**config.mk**
```make
export PLATFORM = sky130hd
export DESIGN_NAME = gpbms_lane
export DESIGN_NICKNAME = d
export VERILOG_FILES = /design/src/gpbms_pkg.sv /design/src/gpbms_lane.sv
export SDC_FILE = /design/constraint.sdc
export NUM_CORES = 1
export LEC_CHECK = 0
export BUFFER_PORTS_ARGS = -buffer_cell sky130_fd_sc_hd__buf_4
export CORE_MARGIN = 2
export CORE_UTILIZATION = 48
export DETAILED_ROUTE_END_ITERATION = 10
export PLACE_DENSITY = 0.85
export SYNTH_ARGS = -nofsm -noshare
export SYNTH_HDL_FRONTEND = slang
export SYNTH_SLANG_ARGS = --single-unit
```
**constraint.sdc**
```tcl
create_clock -name vclk -period 8.7
set_input_delay 1.74 -clock vclk [all_inputs]
set_output_delay 1.74 -clock vclk [all_outputs]
set_load 0.02 [all_outputs]
```
**src/gpbms_pkg.sv**
```systemverilog
// gpbms_pkg: shared widths, constants, register indexes and the lane control word
// for the grid path budget max score block; no dependencies
package gpbms_pkg;

   // fixed field and register widths
   localparam int CELL_W      = 8;
   localparam int SCORE_OUT_W = 13;
   localparam int NUM_ROWS_W  = 11;
   localparam int NUM_COLS_W  = 9;
   localparam int BUDGET_W    = 5;
   localparam int ROW_W       = 10;
   localparam int CSR_ADDR_W  = 2;
   localparam int CSR_DATA_W  = 11;

   // score saturation and row limit
   localparam int SAT_W      = 12;
   localparam int SCORE_SAT  = 4095;
   localparam int ROW_LIMIT  = 1024;

   // register indexes
   localparam logic [CSR_ADDR_W-1:0] CSR_NUM_ROWS    = 2'd0;
   localparam logic [CSR_ADDR_W-1:0] CSR_NUM_COLS    = 2'd1;
   localparam logic [CSR_ADDR_W-1:0] CSR_COST_BUDGET = 2'd2;

   // per-cell control shared by all lanes
   typedef struct packed {
      logic first;
      logic has_up;
      logic has_left;
      logic nz;
   } gpbms_ctl_type;

endpackage

```
**src/gpbms_lane.sv**
```systemverilog
// gpbms_lane: next score and valid mark of one budget level for the current cell
// depends on gpbms_pkg
module gpbms_lane #(
   parameter int LEVEL      = 0,
   parameter int VALUE_BITS = 8,
   parameter int SCORE_W    = 12,
   parameter int LEVEL_W    = 5
) (
   input  gpbms_pkg::gpbms_ctl_type ctl,
   input  logic [VALUE_BITS-1:0]    cell_val,
   input  logic [LEVEL_W-1:0]       budget,
   input  logic [SCORE_W:0]         up_cur,
   input  logic [SCORE_W:0]         up_prev,
   input  logic [SCORE_W:0]         left_cur,
   input  logic [SCORE_W:0]         left_prev,
   output logic                     nxt_valid,
   output logic [SCORE_W-1:0]       nxt_score
);

   logic [SCORE_W:0]   src_up;
   logic [SCORE_W:0]   src_left;
   logic               uv;
   logic               lv;
   logic [SCORE_W-1:0] best;
   logic [SCORE_W:0]   sum;
   logic [SCORE_W-1:0] sat;
   logic               in_budget;
   logic               v;

   always_comb begin
      // a nonzero cell draws from one level lower
      src_up   = ctl.nz ? up_prev : up_cur;
      src_left = ctl.nz ? left_prev : left_cur;
      uv       = ctl.has_up && src_up[SCORE_W];
      lv       = ctl.has_left && src_left[SCORE_W];
      best     = uv ? src_up[SCORE_W-1:0] : '0;
      if (lv && (!uv || (src_left[SCORE_W-1:0] > best))) begin
         best = src_left[SCORE_W-1:0];
      end
      sum = {1'b0, best} + (SCORE_W+1)'(cell_val);
      sat = (sum > (SCORE_W+1)'(gpbms_pkg::SCORE_SAT)) ? SCORE_W'(gpbms_pkg::SCORE_SAT)
                                                        : sum[SCORE_W-1:0];
      in_budget = LEVEL_W'(LEVEL) <= budget;
      if (ctl.first) begin
         v         = ctl.nz ? (LEVEL == 1) : (LEVEL == 0);
         nxt_score = SCORE_W'(cell_val);
      end else begin
         v         = !(ctl.nz && (LEVEL == 0)) && (uv || lv);
         nxt_score = sat;
      end
      nxt_valid = v && in_budget;
   end

endmodule

```
==> results.json <==
{
  "drtIter0Drc": 43,
  "dpl_worst_slack_ns": 0.509,
  "antenna_found_initial": 0,
  "grt_overflow_total": 0,
  "fin_ws_ns": 0.483,
  "cp_max_fo": 34,
  "rsz0062_at_grt": "false",
  "nets": 360,
  "clkbuf_count": 0,
  "synthToLayoutAreaGrowth_pct": 39.5,
  "powerDensity_mw_per_mm2": 66.5,
  "gp_congestion": 0.852,
  "ir_drop_mv": 0.0319,
  "num_io_pins": 82,
  "cp-start-kind": "input port",
  "synth_top_area_share_pct": 16.7,
  "syn_area_per_cell_um2": 7.61,
  "dieArea_mm2": 0.00359,
  "synth_area_mm2": 0.00150,
  "grt_util_all_layers_pct": 21.8,
  "grt_pass1_vias": 1562,
  "leakagePower_nw": 0.980,
  "initial_utilization_pct": 49.9,
  "cts_resized": 0,
  "cts_hold_buf": 0,
  "hpwlAfterDp_um": 3410,
  "post_drt_via_cell_ratio": 5.55,
  "worstSetupEndpointType": "primary output",
  "grt_pass1_wl_um": 6380,
  "fill_cells": 268,
  "path_class": "input port to primary output",
  "final_layout_size_suffix_gt1_share_pct": 41.8,
  "die_w_um": 59.9,
  "cp.arrival_ns": 6.48,
  "ys_seq_area_share_pct": 0,
  "max_slew.worst_pin.slew_ns": 0.551,
  "slew_headroom_pct": 62.9,
  "yosys-top-cells-area": "ha_1, mux2_2, a2bb2oi_2",
  "regArea_um2": 0,
  "cap_violations": 0,
  "setup_violations": 0,
  "period_minus_slack_ns": 8.22,
  "via_count": 1671,
  "critical_path_required_ns": 6.96,
  "drtPass1Iterations": 4,
  "netlist_instances": 197,
  "grt_max_degree": 35,
  "ys_types": 44,
  "hold_violations": 0,
  "hold_path_class": "input port to primary output",
  "drc": 0,
  "dieHeight_um": 59.9,
  "postRouteAntennaNets": 0,
  "status": "complete, no violations",
  "seq_cells": 0,
  "core_mm2": 0.00300,
  "port_buffers": 77,
  "drt-total-wl_um": 4010,
  "finalCritPeriodShare_pct": 94.5,
  "setup_tns_ns": 0,
  "postCtsSetupBuffers": 0,
  "synthTopCellsByCount": "nand2_1, ha_1, mux2_2",
  "synth_most_common_cell": "nand2_1",
  "drv_slew": 0,
  "yosysTopAreaCell": "ha_1",
  "synthesis.nets": 287,
  "routedWlPerCell_um": 13.3,
  "diodes": 0,
  "ys_warn_count": 0,
  "rows": 20,
  "max_freq_ghz": 0.122
}
==> report_power, final <==
part           switching (mW)  internal (mW)  leakage (nW)
registers                   0              0             0
clock network               0              0             0
logic                  0.0686         0.0704         0.980
==> through the flow <==
| step | area, um2 | hold slack, ns | power [mW] | utilization [%] | std cells |
|---|---|---|---|---|---|
| after CTS | 2090 | 3.83 | 0.139 | 69.6 | 301 |
| after global routing | 2090 | 3.84 | 0.152 | 69.6 | 301 |
| after detailed placement | 2090 | 3.83 | 0.139 | 69.6 | 301 |
| after floorplan | 1500 | 3.63 | 0.0907 | - | 197 |
| after global placement | 2090 | 3.82 | 0.135 | 69.6 | 301 |
| final | 2090 | 3.82 | 0.139 | 69.6 | 301 |
==> cells in the final DEF, fill, tap and decap left out, drive strengths merged, types with 2 or more instances in the layout <==
cell	Yosys	final
nand2	27	27
nand3	7	7
mux2i	8	8
buf	5	78
nand4	2	2
o21a	3	3
xor2	2	2
mux2	18	18
nand2b	3	3
a21oi	10	10
nor3	2	2
xnor2	5	5
a31oi	2	2
a2bb2oi	7	7
nor2b	3	3
and2	4	4
inv	9	9
a21o	7	7
ha	20	20
nor4	2	2
a211oi	2	2
nor2	16	16
o31ai	3	3
o21ai	16	16
a311oi	2	2
==> path summary, 6_finish.rpt <==
check	from	to	slack, ns	cells past startpoint
worst min-delay path	cell_val[0]	nxt_score[0]	3.82	3
worst max-delay path	ctl[0]	nxt_score[10]	0.48	23
==> cell families (layout without fill, tap and decap cells) <==
kind of cell | after synthesis | in the layout | share of synthesized area, %
xor+xnor | 7 | 7 | 4.09
mux | 26 | 26 | 19.4
fa+ha+maj | 21 | 21 | 18.0
compound gates | 59 | 59 | 32.0
buf+inv | 17 | 88 | 4.84
simple gates | 67 | 67 | 21.7
==> cell type report <==
type / instances / area (um2) / area share, %
multi-input combinational: 180 / 1430 / 68.2
timing repair buffer: 78 / 586 / 28.0
tap: 33 / 41.3 / 1.97
inverter: 10 / 37.5 / 1.80
==> layer usage <==
layer	vias up	global-route usage, %	routed length [um]
met5	-	0	0
met4	0	1.90	0
met3	0	1.08	207
met2	51	41.8	2040
met1	747	27.5	1750
li1	873	-	-
==> worst max-delay path: stages <==
cell and delay [ns]:
buf_4 0.33, mux2_4 0.23, and2_1 0.35, nand2_1 0.13, ha_1 0.31, a21o_1 0.16, nand3_1 0.07, a21oi_1 0.07
a211oi_2 0.29, a311oi_4 0.10, o31ai_1 0.34, ha_1 0.23, inv_1 0.05, fa_1 0.40, nor2b_1 0.14, o21ai_1 0.08
a21boi_0 0.29, o21ai_1 0.11, nand2b_1 0.13, a31o_2 0.30, a221oi_1 0.12, a311oi_1 0.29, buf_4 0.20
No activity file was read; power rests on OpenSTA's default activity.
