[src/gpbms_pkg.sv]
// gpbms_pkg: shared widths, constants, register indexes and the lane control word
// for the grid path budget max score block; no dependencies
package gpbms_pkg;

   // fixed field and register widths
   localparam int CELL_W      = 8;
   localparam int SCORE_OUT_W = 13;
   localparam int NUM_ROWS_W  = 11;
   localparam int NUM_COLS_W  = 9;
   localparam int BUDGET_W    = 5;
   localparam int ROW_W       = 10;
   localparam int CSR_ADDR_W  = 2;
   localparam int CSR_DATA_W  = 11;

   // score saturation and row limit
   localparam int SAT_W      = 12;
   localparam int SCORE_SAT  = 4095;
   localparam int ROW_LIMIT  = 1024;

   // register indexes
   localparam logic [CSR_ADDR_W-1:0] CSR_NUM_ROWS    = 2'd0;
   localparam logic [CSR_ADDR_W-1:0] CSR_NUM_COLS    = 2'd1;
   localparam logic [CSR_ADDR_W-1:0] CSR_COST_BUDGET = 2'd2;

   // per-cell control shared by all lanes
   typedef struct packed {
      logic first;
      logic has_up;
      logic has_left;
      logic nz;
   } gpbms_ctl_type;

endpackage

[src/gpbms_max_tree.sv]
// gpbms_max_tree: balanced compare tree picking the best valid score over all levels,
// -1 when none is valid; depends on gpbms_pkg
module gpbms_max_tree #(
   parameter int LEVELS  = 17,
   parameter int SCORE_W = 12
) (
   input  logic [LEVELS-1:0]                       lvl_valid,
   input  logic [LEVELS-1:0][SCORE_W-1:0]          lvl_score,
   output logic signed [gpbms_pkg::SCORE_OUT_W-1:0] best_score
);

   localparam int NP = 1 << $clog2(LEVELS);

   logic [2*NP-2:0]    node_v;
   logic [SCORE_W-1:0] node_s [2*NP-1];
   logic [SCORE_W+gpbms_pkg::SCORE_OUT_W-1:0] root_ext;

   for (genvar j = 0; j < NP; j++) begin : g_leaf
      if (j < LEVELS) begin : g_used
         assign node_v[NP-1+j] = lvl_valid[j];
         assign node_s[NP-1+j] = lvl_score[j];
      end else begin : g_pad
         assign node_v[NP-1+j] = 1'b0;
         assign node_s[NP-1+j] = '0;
      end
   end

   for (genvar i = 0; i < NP-1; i++) begin : g_node
      logic pick_r;
      assign pick_r    = node_v[2*i+2] && (!node_v[2*i+1] || (node_s[2*i+2] > node_s[2*i+1]));
      assign node_v[i] = node_v[2*i+1] || node_v[2*i+2];
      assign node_s[i] = pick_r ? node_s[2*i+2] : node_s[2*i+1];
   end

   assign root_ext   = {{gpbms_pkg::SCORE_OUT_W{1'b0}}, node_s[0]};
   assign best_score = node_v[0] ? root_ext[gpbms_pkg::SCORE_OUT_W-1:0]
                                 : {gpbms_pkg::SCORE_OUT_W{1'b1}};

endmodule

[config.mk]
export PLATFORM = sky130hd
export DESIGN_NAME = gpbms_max_tree
export DESIGN_NICKNAME = d
export VERILOG_FILES = /design/src/gpbms_pkg.sv /design/src/gpbms_max_tree.sv
export SDC_FILE = /design/constraint.sdc
export NUM_CORES = 1
export LEC_CHECK = 0
export ABC_CLOCK_PERIOD_IN_PS = 12300
export BUFFER_PORTS_ARGS = -buffer_cell sky130_fd_sc_hd__buf_2
export CELL_PAD_IN_SITES_DETAIL_PLACEMENT = 2
export CELL_PAD_IN_SITES_GLOBAL_PLACEMENT = 2
export CORE_MARGIN = 4
export CORE_UTILIZATION = 28
export DETAILED_ROUTE_END_ITERATION = 8
export MAX_ROUTING_LAYER = met4
export PLACE_DENSITY = 0.88
export SYNTH_ARGS = -nofsm -noshare
export SYNTH_HDL_FRONTEND = slang
export SYNTH_SLANG_ARGS = --single-unit
[constraint.sdc]
create_clock -name vclk -period 12.3
set_input_delay 1.845 -clock vclk [all_inputs]
set_output_delay 1.845 -clock vclk [all_outputs]
set_load 0.02 [all_outputs]
==> results_dict.tcl, run 1 <==
set metrics [dict create \
    io-pin-count 234 \
    worst-ep-kind "top-level output" \
    synth_nets 1517 \
    io_buffers 234 \
    cts_hold_buf 0 \
    synth_compound_area_frac 0.293 \
    flow.stopped_at "global routing" \
    grt-worst-endpoint "best_score[11]" \
    place_ws_ns -1.83 \
    syn_inst 1104 \
    synth.area.mux_share 0.143 \
    place_congestion 0.903 \
    dp_hpwl_um 43200 \
    synth.area.top_cells "ha_1, mux2i_1, inv_1, a21oi_1, mux2_2" \
    die_w_um 180 \
    synth_adder_area_share 0.291 \
    yosysTopAreaCellShare 0.291 \
    rows 62 \
    antenna_found_initial 19 \
    track_usage 0.716 \
    synth-xor-area-share 0 \
    avgSynthCellArea_sq_um 7.48 \
    start_util 0.286 \
    synth_largest_area_cell "ha_1" \
    ys_types 67 \
    synth-simple-area-share 0.162 \
    status "stopped before the end" \
    fp.dieH_um 180 \
    ys.warnings.count 0 \
    ys_seq_area_frac 0 \
    netlist_area_sq_um 8250 \
    synth_top_family_by_area "compound AO/OA/AOI/OAI gates" \
    grt_max_degree 17 \
    grt_remaining_overflow 256 \
    stop_error "[ERROR GRT-0232] Routing congestion too high. Check the congestion heatmap in the GUI." \
]
[synthesized netlist by cell type, drive strengths merged, types with 9 or more instances]
master,instances
o21ai,34
nand3,38
nand2b,10
a222oi,12
mux2i,89
a221oi,12
nor2,51
a21oi,79
mux2,26
a211oi,25
a21o,11
or2,9
nor2b,21
a211o,12
nor4,18
ha,192
a22o,24
inv,188
buf,18
clkbuf,26
a221o,11
nand2,54
o211ai,14
a311oi,14
nand4,42
[through the flow]
stage	cell area [sq um]	setup TNS [ns]	cells
4_1_cts	14600	-6.37	2105
3_5_place_dp	12600	-20.50	2040
2_1_floorplan	8460	0	1104
3_3_place_gp	12600	-10.58	2040
[per-layer routing]
layer / GRT overflow / track usage
met4: 90 / 0.809
met5: - / -
met3: 4 / 0.496
met2: 160 / 0.930
met1: 2 / 0.638
[timing repair]
| item | CTS |
|---|---|
| endpoints found under the hold margin | 0 |
| resized for setup | 268 |
| cloned | 7 |
| setup buffers | 58 |
| pin swaps | 89 |
| setup endpoints to repair | 12 |
[kinds of logic after synthesis]
logic type,after synthesis
mux,115
fa+ha+maj,192
simple gates,260
compound gates,305
buf+inv,232
==> run 2: changes to the inputs <==
==> config.mk (replaced) <==
export PLATFORM = sky130hd
export DESIGN_NAME = gpbms_max_tree
export DESIGN_NICKNAME = d
export VERILOG_FILES = /design/src/gpbms_pkg.sv /design/src/gpbms_max_tree.sv
export SDC_FILE = /design/constraint.sdc
export NUM_CORES = 1
export LEC_CHECK = 0
export ABC_CLOCK_PERIOD_IN_PS = 15990
export BUFFER_PORTS_ARGS = -buffer_cell sky130_fd_sc_hd__buf_2
export CORE_MARGIN = 4
export CORE_UTILIZATION = 30
export DETAILED_ROUTE_END_ITERATION = 8
export PLACE_DENSITY_LB_ADDON = 0.15
export SYNTH_ARGS = -nofsm -noshare
export SYNTH_HDL_FRONTEND = slang
export SYNTH_SLANG_ARGS = --single-unit
==> constraint.sdc (replaced) <==
create_clock -name vclk -period 15.99
set_input_delay 2.3985 -clock vclk [all_inputs]
set_output_delay 2.3985 -clock vclk [all_outputs]
set_load 0.02 [all_outputs]
==> run 2 against run 1 <==
- the run now ends clean
- area after synthesis unchanged
- synthesized cell count unchanged
==> results_dict.tcl, run 2 <==
set metrics [dict create \
    critPathKind "input pin to output pin" \
    crit_path_start_kind "input pin" \
    hold_class "input pin to output pin" \
    fmax_ghz 0.0662 \
    power_uw 888 \
    die_w_um 174 \
    power.density_nw_per_um2 90.8 \
    postLayoutCellArea_sq_um 9770 \
    synth_nets 1517 \
    layout_commonest_cell "buf_2" \
    status "finished, final reports clean" \
    min_path_cells 3 \
    seq_cells 0 \
    ant_nets 0 \
    arrival_ns 12.70 \
    critPathMaxFanout 13 \
    min_period_over_period 0.944 \
    track_usage 0.187 \
    worstHoldEndpoint "best_score[12]" \
    wire_per_inst_um 17.7 \
    first_pass_iters 5 \
    required_ns 13.59 \
    drtIter0Drc 424 \
    num-fill-cells 2989 \
    viasPerCell 5.42 \
    ff_latch_area_sq_um 0 \
    grt_max_degree 27 \
    io_buffers 234 \
    io-pin-count 234 \
    ys.warnings.count 0 \
    avgSynthCellArea_sq_um 7.48 \
    area_growth_pct 18.4 \
    min_from "lvl_valid[16]" \
    worst_pin_slew_ns 1.25 \
    fin_hold_ws_ns 5.17 \
    start_util 0.305 \
    finalNetCount 1726 \
    dp_cells 1652 \
    maxSlewViolCount 0 \
    setup_tns_ns 0 \
    antenna_found_initial 2 \
    crit_family "compound AO/OA/AOI/OAI gates" \
    diodes 0 \
    vdd_drop_max_mv 0.0556 \
    fin_crit_ns 15.10 \
    rsz0062_at_grt "false" \
    synth_largest_area_cell "ha_1" \
    rows 60 \
    vias 8960 \
    drc 0 \
    synthTopCellsByCount "ha_1, inv_1, mux2i_1, a21oi_1, nand2_1" \
    hold_viol 0 \
    ys_types 67 \
    final_cells 1652 \
    grt_pass1_vias 9209 \
    nClkBuffers 0 \
    drive_above_1_share 0.240 \
    core_sq_um 27000 \
    final_cell_mix "buf_2, ha_1, inv_1, mux2i_1, a21oi_1" \
    grt_remaining_overflow 0 \
    crit_top_cell "ha_1" \
    synth.area.top_cells "ha_1, mux2i_1, inv_1, a21oi_1, mux2_2" \
    endpoint_kind "output pin" \
    finalSetupViolations 0 \
    dp_hpwl_um 26000 \
    totalWireLength_um 29200 \
    yosysTopAreaCellShare 0.291 \
    yosysMostFrequentCell "ha_1" \
    max_slew_margin 0.167 \
    place_area_sq_um 9770 \
    path_buf_inv 6 \
    cap_violations 0 \
    fp.dieArea_sq_um 30200 \
    max_stage_delay_ns 0.67 \
    ys_seq_area_frac 0 \
    syn_inst 1104 \
    p_leak_nw 5.18 \
    fp.dieH_um 174 \
    multiInputGateArea_sq_um 7340 \
    netlist_area_sq_um 8250 \
    grt_pass1_wl_um 47400 \
    place_congestion 0.846 \
    slowest_stage "o211ai_1" \
]
-- run 2: cell counts after synthesis --
Identical to the previous run, type by type.
-- run 2: routing by layer --
layer  wire length [um]  up-vias  global-route usage  part of all wire
li1                   -     4571                   -                 -
met1              12500     4117               0.226              0.43
met2              15100      230               0.364              0.52
met3                993       38              0.0111             0.034
met4                550        4              0.0320             0.019
met5                 27        -                   0           0.00092
-- run 2: cells by family after synthesis --
| logic type | count (synthesis) | share of synthesized area |
|---|---|---|
| AOI/OAI and AO/OA | 305 | 0.293 |
| and+or+nand+nor | 260 | 0.162 |
| buffers and inverters | 232 | 0.111 |
| adders and majority gates | 192 | 0.291 |
| muxes | 115 | 0.143 |
-- run 2: worst max path at each step --
| stage | from | end | slack (ns) | depth (start not counted) |
|---|---|---|---|---|
| 6_report | lvl_score[34] | best_score[5] | 0.89 | 40 |
| 5_1_grt | lvl_score[34] | best_score[5] | 0.13 | 42 |
| 4_1_cts | lvl_score[34] | best_score[1] | 0.75 | 40 |
| 3_5_place_dp | lvl_score[34] | best_score[1] | 0.76 | 40 |
| 3_3_place_gp | lvl_score[25] | best_score[1] | 0.95 | 41 |
| 2_1_floorplan | lvl_score[83] | best_score[10] | 1.97 | 45 |
-- run 2: cell type report --
class                      instances  area share
inverter                         188      0.0722
multi-input combinational        872       0.751
tap                              341      0.0437
timing repair buffer             251       0.133
-- run 2: tightest hold or removal path: stages --
cell    delay [ns]
buf_2         0.12
nor3_1        0.08
buf_2         0.17
-- run 2: metrics by stage --
stage	worst slack, ns	util
final	0.893	0.362
after CTS	0.750	0.362
after detailed placement	0.759	0.362
after global routing	0.127	0.362
after global placement	0.952	0.362
after floorplan	1.97	-
-- run 2: where the power goes --
part | switching [mW] | total [mW] | internal [mW]
sequential | 0 | 0 | 0
clock | 0 | 0 | 0
combinational | 0.522 | 0.888 | 0.366
-- run 2: timing repair --
action / CTS / global route
resized for setup: 0 / 1
setup buffers: 0 / 0
hold buffers: 0 / 0
endpoints found under the setup margin: 0 / 12
No activity file was read; power rests on OpenSTA's default activity.
==> run 3: changes to the inputs <==
--- a/config.mk
+++ b/config.mk
@@ -5,12 +5,14 @@
 export SDC_FILE = /design/constraint.sdc
 export NUM_CORES = 1
 export LEC_CHECK = 0
+export ABC_AREA = 1
 export ABC_CLOCK_PERIOD_IN_PS = 15990
 export BUFFER_PORTS_ARGS = -buffer_cell sky130_fd_sc_hd__buf_2
 export CORE_MARGIN = 4
 export CORE_UTILIZATION = 30
 export DETAILED_ROUTE_END_ITERATION = 8
 export PLACE_DENSITY_LB_ADDON = 0.15
+export SETUP_SLACK_MARGIN = 0.4
 export SYNTH_ARGS = -nofsm -noshare
 export SYNTH_HDL_FRONTEND = slang
 export SYNTH_SLANG_ARGS = --single-unit
==> run 3 against run 2 <==
- combinational power grew 16%
- routed wire length grew 2.9%
- cell count grew 25%
- area after synthesis grew 5.0%
- final area grew 2.3%
- global-route usage shrank 0.17 points
- sequential share of layout area is the same
- maximum frequency grew 13%
- die area grew 4.8%
- clock-buffer cell count is the same
- flip-flop and latch count is the same
- synthesized cell count grew 35%
- critical path type unchanged
- critical endpoint is now best_score[11]
- highest routed layer is now met4
==> results_dict.tcl, run 3 <==
set metrics [dict create \
    cts_hold_buf 0 \
    maxSlewViolCount 0 \
    grt_max_degree 15 \
    grt_use_met3 0.0194 \
    p_int_uw 358 \
    ys_types 34 \
    synth_largest_area_cell "ha_1" \
    totalWireLength_um 30100 \
    p_leak_nw 6.24 \
    synth_compound_area_frac 0.0774 \
    arrival_ns 10.97 \
    fin_crit_ns 13.37 \
    critPathMaxFanout 13 \
    ant_nets 0 \
    antenna_found_initial 0 \
    rows 61 \
    critPathKind "input pin to output pin" \
    p_switching_uw 669 \
    io-pin-count 234 \
    track_usage 0.185 \
    finalNetCount 2097 \
    synth-simple-area-share 0.505 \
    worstHoldEndpoint "best_score[4]" \
    worst_pin_slew_ns 0.694 \
    start_util 0.308 \
    rsz0062_at_grt "false" \
    drive_above_1_share 0.216 \
    synth_nets 1903 \
    fmax_ghz 0.0748 \
    fp.dieArea_sq_um 31700 \
    final_cells 2060 \
    min_from "lvl_score[196]" \
    synth.area.mux_share 0 \
    grt_pass1_wl_um 48000 \
    viasPerCell 4.72 \
    first_pass_iters 5 \
    power.density_nw_per_um2 103 \
    netlist_area_sq_um 8660 \
    max_stage_delay_ns 0.58 \
    nClkBuffers 0 \
    setup.worst_path.start "lvl_score[179]" \
    slowest_stage "a21oi_2" \
    pwr-share-clk 0 \
    place_congestion 0.894 \
    yosysMostFrequentCell "nand2_1" \
    min_period_over_period 0.836 \
    drc 0 \
    synth_adder_area_share 0.277 \
    ys.warnings.count 0 \
    num-fill-cells 3218 \
    drtIter0Drc 501 \
    hold_viol 0 \
    synth_top_family_by_area "simple AND/OR/NAND/NOR gates" \
    use_met2 0.294 \
    power_mw 1.03 \
    wire_per_inst_um 14.6 \
    dp_hpwl_um 28000 \
    die_w_um 178 \
    grt.busiest_layer "met2" \
    cap_violations 0 \
    syn_inst 1490 \
    swShare 0.651 \
    layout_commonest_cell "nand2_1" \
    p_comb_frac 1.000 \
    crit_path_start_kind "input pin" \
    hold_class "input pin to output pin" \
    synth.area.top_cells "ha_1, nand2_1, nand3_1, inv_1, nand3_2" \
    setup_tns_ns 0 \
    power_frac_seq 0 \
    avgSynthCellArea_sq_um 5.82 \
    place_ws_ns 2.70 \
    finalSetupViolations 0 \
    vias 9730 \
    area_growth_pct 15.4 \
    seq_cells 0 \
    final_cell_mix "nand2_1, nand3_1, buf_2, inv_1, ha_1" \
    io_buffers 234 \
    diodes 0 \
    endpoint_kind "output pin" \
    yosysTopAreaCellShare 0.277 \
    place_area_sq_um 10000 \
    synthTopCellsByCount "nand2_1, nand3_1, inv_1, ha_1, a21oi_1" \
    ctsResizeCount 0 \
    core_sq_um 28200 \
    grt_pass1_vias 9384 \
    fin_hold_ws_ns 5.24 \
    synth-xor-area-share 0 \
    vdd_drop_max_mv 0.0647 \
    fin_util 0.355 \
    crit_top_cell "nand2_1" \
    cts_setup_buffers 0 \
    ys_seq_area_frac 0 \
    min_path_cells 6 \
    fp.dieH_um 178 \
    dp_cells 2060 \
    status "finished, final reports clean" \
    required_ns 13.59 \
    met1_usage 0.279 \
    postLayoutCellArea_sq_um 10000 \
    ff_latch_area_sq_um 0 \
    setup_ws_ns 2.62 \
    max_slew_margin 0.537 \
    grt_remaining_overflow 0 \
]
==> run 3: cell types whose count changed after synthesis, sizes merged, moves of 26 or more <==
cell	delta
nand2	+415
nand3	+274
mux2i	-89
inv	+54
and2	+41
mux2	-26
==> run 3: cell families (layout without fill, tap and decap cells) <==
kind of cell,Yosys count,count (layout)
buffers and inverters,284,476
and+or+nand+nor,904,904
adders and majority gates,192,192
AOI/OAI and AO/OA,110,110
==> run 3: worst max-delay path by stage <==
stage,to,slack (ns),depth (start not counted)
after floorplan,best_score[10],4.55,58
after global placement,best_score[0],2.81,54
after detailed placement,best_score[11],2.70,53
after CTS,best_score[11],2.67,53
after global routing,best_score[10],1.68,53
final,best_score[11],2.62,53
==> run 3: final cells by class <==
class              instances  area, sq um  area share
well taps                378          473      0.0473
multi-input cells       1206         7450       0.745
repair buffers           234         1170       0.117
inverters                242          908      0.0908
==> run 3: critical path: cells and delay by family <==
family	cells	cell delay, ns
compound gates	12	2.31
fa+ha+maj	5	1.39
buf+inv	5	0.56
simple gates	31	4.30
==> run 3: per-layer routing <==
metal | wire length [um] | up-vias
li1 | - | 5269
met1 | 15300 | 4215
met2 | 12900 | 228
met3 | 1690 | 18
met4 | 219 | 0
met5 | 0 | -
==> run 3: power by group through the flow <==
stage / sequential [mW] / clock (mW) / combinational (mW)
floorplan: 0 / 0 / 0.755
global route: 0 / 0 / 1.18
finish: 0 / 0 / 1.03
global placement: 0 / 0 / 1.02
detailed placement: 0 / 0 / 1.03
CTS: 0 / 0 / 1.03
